$ cat src/rtl/mgil_pkg.sv
`timescale 1ns / 1ps
// ----------------------------------------------------------------------------
// mgil_pkg
// Shared types and codes for the member-to-group index lookup: item
// commands, configuration register indexes, controller states and the
// command/status bundles between controller and datapath.
// ----------------------------------------------------------------------------
package mgil_pkg;

    // Input item commands
    localparam logic CMD_LOAD  = 1'b0;
    localparam logic CMD_QUERY = 1'b1;

    // Configuration register indexes
    localparam int unsigned CFG_INDEX_W = 2;
    localparam logic [CFG_INDEX_W-1:0] REG_GROUP_COUNT = 2'd0;
    localparam logic [CFG_INDEX_W-1:0] REG_FUZZ_CHECK  = 2'd1;

    typedef enum logic [1:0] {
        ST_IDLE,
        ST_SEARCH,
        ST_CHECK
    } mgil_state_t;

    // Controller -> datapath
    typedef struct packed {
        logic load;   // write one table entry
        logic query;  // latch id, issue first probe
        logic step;   // consume probe read data, issue next probe
        logic emit;   // load result into output register
    } mgil_cmd_t;

    // Datapath -> controller
    typedef struct packed {
        logic count_zero;   // no entries covered, skip the search
        logic search_done;  // span reaches zero after this step
    } mgil_status_t;

endpackage

$ cat src/rtl/mgil_ctrl.sv
`timescale 1ns / 1ps
// ----------------------------------------------------------------------------
// mgil_ctrl
// Sequencer for the lookup: takes one beat at a time, walks the halving
// search one probe per cycle, runs the length check and hands the result to
// the output register.
// ----------------------------------------------------------------------------
module mgil_ctrl
(
    input  logic                  clk,
    input  logic                  rst_n,
    input  logic                  in_valid,
    input  logic                  command,
    output logic                  in_ready,
    output logic                  out_valid,
    input  logic                  out_ready,
    input  mgil_pkg::mgil_status_t status,
    output mgil_pkg::mgil_cmd_t    cmd
);
    import mgil_pkg::*;

    mgil_state_t state_reg;
    mgil_state_t state_next;
    logic        out_valid_reg;
    logic        out_valid_next;
    logic        accept;

    always_ff @(posedge clk or negedge rst_n)
    begin
        if (!rst_n)
        begin
            state_reg     <= ST_IDLE;
            out_valid_reg <= 1'b0;
        end
        else
        begin
            state_reg     <= state_next;
            out_valid_reg <= out_valid_next;
        end
    end

    always_comb
    begin
        state_next = state_reg;
        in_ready   = (state_reg == ST_IDLE);
        accept     = in_valid && in_ready;
        cmd        = '0;
        cmd.load   = accept && (command == CMD_LOAD);
        cmd.query  = accept && (command == CMD_QUERY);

        case (state_reg)
            ST_IDLE:
            begin
                if (cmd.query)
                begin
                    state_next = status.count_zero ? ST_CHECK : ST_SEARCH;
                end
            end
            ST_SEARCH:
            begin
                cmd.step = 1'b1;
                if (status.search_done)
                begin
                    state_next = ST_CHECK;
                end
            end
            ST_CHECK:
            begin
                // hold until the output register is free
                cmd.emit = !out_valid_reg || out_ready;
                if (cmd.emit)
                begin
                    state_next = ST_IDLE;
                end
            end
            default:
            begin
                state_next = ST_IDLE;
            end
        endcase

        if (cmd.emit)
        begin
            out_valid_next = 1'b1;
        end
        else if (out_ready)
        begin
            out_valid_next = 1'b0;
        end
        else
        begin
            out_valid_next = out_valid_reg;
        end
    end

    assign out_valid = out_valid_reg;

endmodule

$ cat config.mk
export PLATFORM = sky130hd
export DESIGN_NAME = mgil_ctrl
export DESIGN_NICKNAME = d
export VERILOG_FILES = /design/src/rtl/mgil_pkg.sv /design/src/rtl/mgil_ctrl.sv
export SDC_FILE = /design/constraint.sdc
export NUM_CORES = 1
export LEC_CHECK = 0
export ABC_AREA = 1
export BUFFER_PORTS_ARGS = -buffer_cell sky130_fd_sc_hd__buf_2
export CAP_MARGIN = 20
export CORE_AREA = 2 2 39 41
export DETAILED_ROUTE_END_ITERATION = 8
export DIE_AREA = 0 0 41 43
export SYNTH_ARGS = -nofsm -noshare
export SYNTH_HDL_FRONTEND = slang
export SYNTH_SLANG_ARGS = --single-unit
export TNS_END_PERCENT = 50
$ cat constraint.sdc
create_clock -name clk -period 1.1 [get_ports clk]
set_input_delay 0.22 -clock clk [delete_from_list [all_inputs] [get_ports clk]]
set_output_delay 0.22 -clock clk [all_outputs]
set_load 0.005 [all_outputs]
# After elaboration in Yosys (flattened, before gate mapping)
# Index checks and enable logic that the tools add are counted.
# word_totals
reg_bits	3
input_bits	7
out_inout_bits	6
wordCells	25
# classes
eq_ne	5
muxes	9
bitwise_logic	1
reduce_logical	8
# op_table
operator	n
$mux W2	4
$pmux W2 S3	1
$mux W1	4
$ne A2 B2 Y1 const B	2
$logic_and A1 B1 Y1	3
$reduce_and A3 Y1	1
$eq A2 B1 Y1 const B	1
$eq A2 B2 Y1 const B	1
$logic_not A2 Y1	1
$ne A2 B1 Y1 const B	1
$reduce_bool A2 Y1	1
$logic_not A1 Y1	1
$logic_or A1 B1 Y1	1
$not A1 Y1	1

# Longest topological paths before layout
# Gate-level depths: netlist (run 1).
# logic_depth
depth_word	5
mapped_depth	6
mapped_depth_nobuf	6

# Worst setup path after synthesis (run 1)
# No wires, ideal clock.
# synth_path
path_type	register to output
startpoint	register state_reg[0]
endpoint	output port cmd[2] (netlist name)
arrival_time_ps	816
path_slack_ps	64
stages_incl_launch_ff	4
n_path_buf	0
path_cell_list	dfrtp_1 > nor2_1 > nand2_1 > nor2_1
# synth_lines
item	line	rtl
start: declaration	mgil_ctrl.sv:22	mgil_state_t state_reg;
start signal: assignment	mgil_ctrl.sv:37	state_reg <= state_next;
end: declaration	mgil_ctrl.sv:18	output mgil_pkg::mgil_cmd_t cmd

==> metrics.yaml, run 1 <==
run_status:
  outcome: "finished, violations left"
  violations: "negative setup slack"
clock_tree:
  cts_root_buf: "clkbuf_4"
  clock-sinks: 3
  clk_pin_slew_ns: 0.04
  clockBufferDepth: 2
  numCtsBuffers: 3
  cts_tree: "built"
  insertion_delay_ns: 0.24
  htree_levels: 1
sta:
  rsz0062_at_grt: "true"
  setup_violations: 6
  finalSetupTns_ns: -0.7261
  tightest_slew_ns: 0.1569
  skew_ns: 0.002613
  final-hold-violation-count: 0
  min_period_ns: 1.268
  fin_ws_ns: -0.1682
  slew_violations: 0
  fmax_mhz: 788.6
  relSlewSlack: 0.8953
  min_period_over_period: 1.153
hold_path:
  worstHoldPathType: "input pin to flop"
drt:
  drt-initial-drc-count: 6
  antenna_left: 0
  routed_wl_um: 493
  dr_total_vias: 256
  drc: 0
  vias_per_cell: 3.657
  dr.pass1.iters: 4
  wl_per_cell_um: 7.043
floorplan:
  rows: 14
  die-area_um2: 1763
  die_w_um: 41
  die_height_um: 43
  io_pins: 13
  core-area_um2: 1384
  start_util: 0.1591
synth:
  avgSynthCellArea_um2: 6.673
  ys_types: 12
  synthCells: 33
  ys_seq_area_frac: 0.3409
  ys_seq_elements: 3
  yosys_warnings: 0
  synth_area_um2: 220.2
  synth_fp_nets: 40
power_and_ir_drop:
  ir_worst_vdd_uv: 788.3
  p_leak_uw: 0.0002373
  powerDensity_nw_per_um2: 2278
placement:
  placement.io_buffers: 12
  place_congestion: 0.7868
  dp_slack_ns: -0.01405
  dp_hpwl_um: 376.9
finish:
  seqCellArea_um2: 75.07
  largest_register_ffs: 2
  fill_cells: 159
  final_nets: 62
  n_antenna_cell: 0
  area_delta_synth_final_pct: 76.14
  drive_gt1_frac: 0.5370
  multi_input_area_um2: 118.9
  final_util: 0.2803
global_routing:
  grt_overflow_total: 0
  grt_max_degree: 4
  grt_pass1_wl_um: 945
  grtUsageTotal: 0.08534
  antenna_found_initial: 0
  grt_pass1_vias: 256
setup_path:
  crit_type: "flop to output port"
  end_kind: "output port"
  worstSetupStartpointType: "flop"
  critPathMaxFanout: 3
  worstPathRequired_ns: 0.88
  crit_arrival_ns: 1.05
flow_run:
  drv_cap: 0
worst max-delay path: stages, from the launching register on:
cell	delay, ns
dfrtp_1	0.40
buf_4	0.15
inv_1	0.06
nand2_2	0.06
inv_1	0.05
buf_2	0.10
Yosys cell counts:
cell type,count,area share
inv_1,8,0.14
nand2_1,6,0.10
nor2_1,6,0.10
dfrtp_1,3,0.34
nand3_1,2,0.045
nor2_2,2,0.057
buf_4,1,0.034
inv_2,1,0.017
nand2_4,1,0.051
nor2_4,1,0.051
nor3_1,1,0.023
o21ai_2,1,0.040
area by class of cell:
class / instances / share of cell area
Clock buffer: 4 / 0.06774
Multi-Input combinational cell: 20 / 0.3065
Sequential cell: 3 / 0.1935
Timing Repair Buffer: 18 / 0.2935
Inverter: 9 / 0.08710
Tap cell: 16 / 0.05161
power breakdown:
group / internal [uW] / switching, uW
Combinational: 265 / 221
Sequential: 156 / 44.5
Clock: 136 / 60.3
stage by stage:
| stage | cell area (um2) | total power, uW | std cells | hold slack, ns |
|---|---|---|---|---|
| floorplan | 220.2 | 419.0 | 33 | -0.07559 |
| detailed placement | 307.8 | 556.8 | 62 | 0.01974 |
| global route | 387.9 | 976.9 | 70 | 0.2447 |
| CTS | 382.9 | 892.9 | 70 | 0.2395 |
| finish | 387.9 | 883.5 | 70 | 0.2418 |
| global placement | 307.8 | 554.1 | 62 | 0.01981 |
logic make-up after synthesis:
family	synth area share
simple gates	0.4318
buf+inv	0.1875
compound gates	0.03978
flops	0.3409
layer usage:
metal | share of wire | track usage | routed length [um] | vias up
met2 | 0.45 | 0.1031 | 220 | 15
met3 | 0.10 | 0.04712 | 50 | 0
met5 | 0 | 0 | 0 | -
met1 | 0.45 | 0.09968 | 222 | 106
met4 | 0 | 0.08000 | 0 | 0
li1 | - | - | - | 135
what timing repair did:
action                                 4_1_cts  5_1_grt
hold buffers                                 1        0
pin swaps                                    4        4
setup endpoints to repair                    5        7
endpoints found under the hold margin        3        0
gates resized for setup                      4        1
buffers inserted                             3        0
path summary, 6_finish.rpt:
check / startpoint / slack (ns) / cells after the start / endpoint
hold / removal: out_ready / 0.24 / 4 / out_valid
setup / recovery: state_reg[1] / -0.17 / 5 / cmd[1]
setup reg to reg: state_reg[1] / -0.04 / 6 / state_reg[0]
min in group asynchronous: rst_n / 0.31 / 2 / out_valid
max in group asynchronous: rst_n / 0.68 / 2 / state_reg[1]
hold reg to reg: out_valid / 0.52 / 2 / out_valid
cell usage in the layout (no fill, tap or decap), drive strengths merged:
cell,n
nand3,2
nor2,9
dfrtp,3
inv,9
dlygate4sd3,1
o21ai,1
buf,17
clkbuf,4
nor3,1
nand2,7
Power figures use the tool's default switching activity.
==> inputs of run 2 (changes only) <==
- ABC_AREA: 1 -> unset
==> metrics.yaml, run 2 <==
power_and_ir_drop:
  powerDensity_nw_per_um2: 1402  # -38%
  p_leak_uw: 0.0001637  # -31%
  ir_worst_vdd_uv: 299.0  # -62%
clock_tree:
  insertion_delay_ns: 0.23  # about the same
  clockBufferDepth: 2  # unchanged
  cts_tree: "built"
  cts_root_buf: "clkbuf_4"
  htree_levels: 1  # unchanged
  clk_pin_slew_ns: 0.04  # about the same
  clock-sinks: 3  # unchanged
  numCtsBuffers: 3  # unchanged
global_routing:
  grt_pass1_wl_um: 814  # -14%
  grt_max_degree: 7  # +3
  grt_overflow_total: 0  # unchanged
  grtUsageTotal: 0.08048  # -0.004858
  antenna_found_initial: 0  # unchanged
  grt_pass1_vias: 185  # -28%
finish:
  drive_gt1_frac: 0.5405  # +0.003504
  seqCellArea_um2: 77.57  # +3.3%
  multi_input_area_um2: 92.59  # -22%
  area_delta_synth_final_pct: 75.34
  final_common_cell: "buf_2"
  layout_common_cells: "buf_2, clkbuf_4"
  fill_cells: 154  # -3.1%
  final_nets: 45  # -27%
  final_area_um2: 320.3  # -17%
  largest_register_ffs: 2  # unchanged
  n_antenna_cell: 0  # unchanged
drt:
  vias_per_cell: 3.868  # +5.8%
  drt-initial-drc-count: 1  # -5
  antenna_left: 0  # unchanged
  dr_total_vias: 205  # -20%
  wl_per_cell_um: 10.25  # +45%
  drc: 0  # unchanged
  routed_wl_um: 543  # +10%
  dr.pass1.iters: 2  # -2
floorplan:
  die_w_um: 41  # unchanged
  io_pins: 13  # unchanged
  die-area_um2: 1763  # unchanged
  start_util: 0.1320  # -0.02712
  die_height_um: 43  # unchanged
  rows: 14  # unchanged
  core-area_um2: 1384  # unchanged
synth:
  avgSynthCellArea_um2: 10.15  # +52%
  synthCells: 18  # -45%
  yosys-top-cells-area: "dfrtp_1, and4bb_1, nand4bb_1"
  synth_top_flop_cell: "dfrtp_1"
  ys_seq_elements: 3  # unchanged
  ys_types: 14  # +2
  synth_edf_count: 0  # unchanged
  synth_fp_nets: 25  # -38%
  ys_seq_area_frac: 0.4110  # +0.07005
  yosys_warnings: 0  # unchanged
  yosysTopAreaCellShare: 0.4110  # +0.07005
  synth_area_leader_cell: "dfrtp_1"
  post-synth-top-count-cell: "dfrtp_1"
  synth_area_um2: 182.7  # -17%
  synthTopCellsByCount: "dfrtp_1, a21oi_1, inv_1"
  async_flop_share: 1.000  # unchanged
sta:
  min_period_over_period: 1.226  # +0.07328
  finalSetupTns_ns: -1.028  # -0.3024 ns
  rsz0062_at_grt: "true"
  final-hold-violation-count: 0  # unchanged
  relSlewSlack: 0.7644  # -0.1308
  fmax_mhz: 741.4  # -6.0%
  tightest_slew_ns: 0.3486  # +0.1916 ns
  fin_ws_ns: -0.2488  # -0.08061 ns
  skew_ns: 0.0007639  # -0.001849 ns
  slew_violations: 0  # unchanged
  setup_violations: 6  # unchanged
  min_period_ns: 1.349  # +0.08061 ns
setup_path:
  worstSetupStartpointType: "flop"
  cp-startpoint: "state_reg[0]"
  end_kind: "output port"
  crit_arrival_ns: 1.13  # +0.08 ns
  r2r_slack_ns: -0.07  # -0.03 ns
  crit_type: "flop to output port"
  worstPathRequired_ns: 0.88  # about the same
  cp-endpoint: "cmd[0]"
  reg2regPathDepth: 3  # -3
  crit-reg2reg-launch: "state_reg[0]"
  r2r_end: "state_reg[1]"
  critPathMaxFanout: 6  # +3
run_status:
  violations: "negative setup slack"
  outcome: "finished, violations left"
flow_run:
  drv_cap: 0  # unchanged
placement:
  place_area_um2: 270.3  # -12%
  placement.io_buffers: 12  # unchanged
  place_congestion: 0.6982  # -11%
  dp_hpwl_um: 380.9  # +1.1%
hold_path:
  worstHoldPathType: "input pin to flop"
  holdPathStages: 2  # -2
## run 2: worst min-delay path by stage
stage,start,to,slack (ns)
finish,out_ready,out_valid,0.22
global route,out_ready,out_valid,0.23
CTS,out_ready,out_valid,0.22
detailed placement,rst_n,out_valid,0.02
global placement,rst_n,out_valid,0.02
floorplan,rst_n,out_valid,-0.08
## run 2: critical path, cell delays in order (launching register included)
cell and delay, ns:
dfrtp_2 0.43, or2b_1 0.24, a21oi_1 0.11, buf_2 0.12
## run 2: per-stage QoR
stage | cells | total power (uW) | hold WS (ns) | util | worst slack (ns)
after global routing | 53 | 487.6 | 0.2341 | 0.2315 | -0.3056
after floorplan | 18 | 191.8 | -0.07559 | - | 0.01789
after CTS | 53 | 454.7 | 0.2154 | 0.2278 | -0.2556
final | 53 | 449.0 | 0.2242 | 0.2315 | -0.2488
after global placement | 47 | 245.9 | 0.01722 | 0.1953 | -0.01268
after detailed placement | 47 | 247.9 | 0.02051 | 0.1953 | -0.02822
## run 2: final cells by class
| class | count | share of cell area |
|---|---|---|
| flip-flops and latches | 3 | 0.2422 |
| well taps | 16 | 0.06250 |
| clock buffers | 4 | 0.08203 |
| multi-input cells | 12 | 0.2891 |
| repair buffers | 16 | 0.3008 |
| inverters | 2 | 0.02344 |
## run 2: layer usage
metal,track usage,routed length (um),up-vias
met3,0.04712,43,2
met5,0,0,-
li1,-,-,103
met4,0.1000,19,0
met1,0.09709,245,88
met2,0.08125,234,12
## run 2: timing repair
action	4_1_cts	5_1_grt
pin swaps	2	0
hold endpoints to repair	3	0
resized for setup	1	2
buffers inserted	1	0
hold buffers	1	0
endpoints found under the setup margin	5	7
## run 2: logic make-up (layout without fill, tap and decap cells)
group | after synthesis | after routing | share of synthesized area
AO/OA/AOI/OAI | 4 | 4 | 0.1370
flip-flops | 3 | 3 | 0.4109
buffers and inverters | 3 | 22 | 0.08222
AND/OR/NAND/NOR | 8 | 8 | 0.3699
## run 2: power by group
part	total, uW	internal (uW)	switching, uW	leakage (uW)
combinational	112	70.6	40.9	0.000112
sequential	148	128	20.3	0.0000367
clock	189	136	53.6	0.0000150
total	449	334	115	0.000164
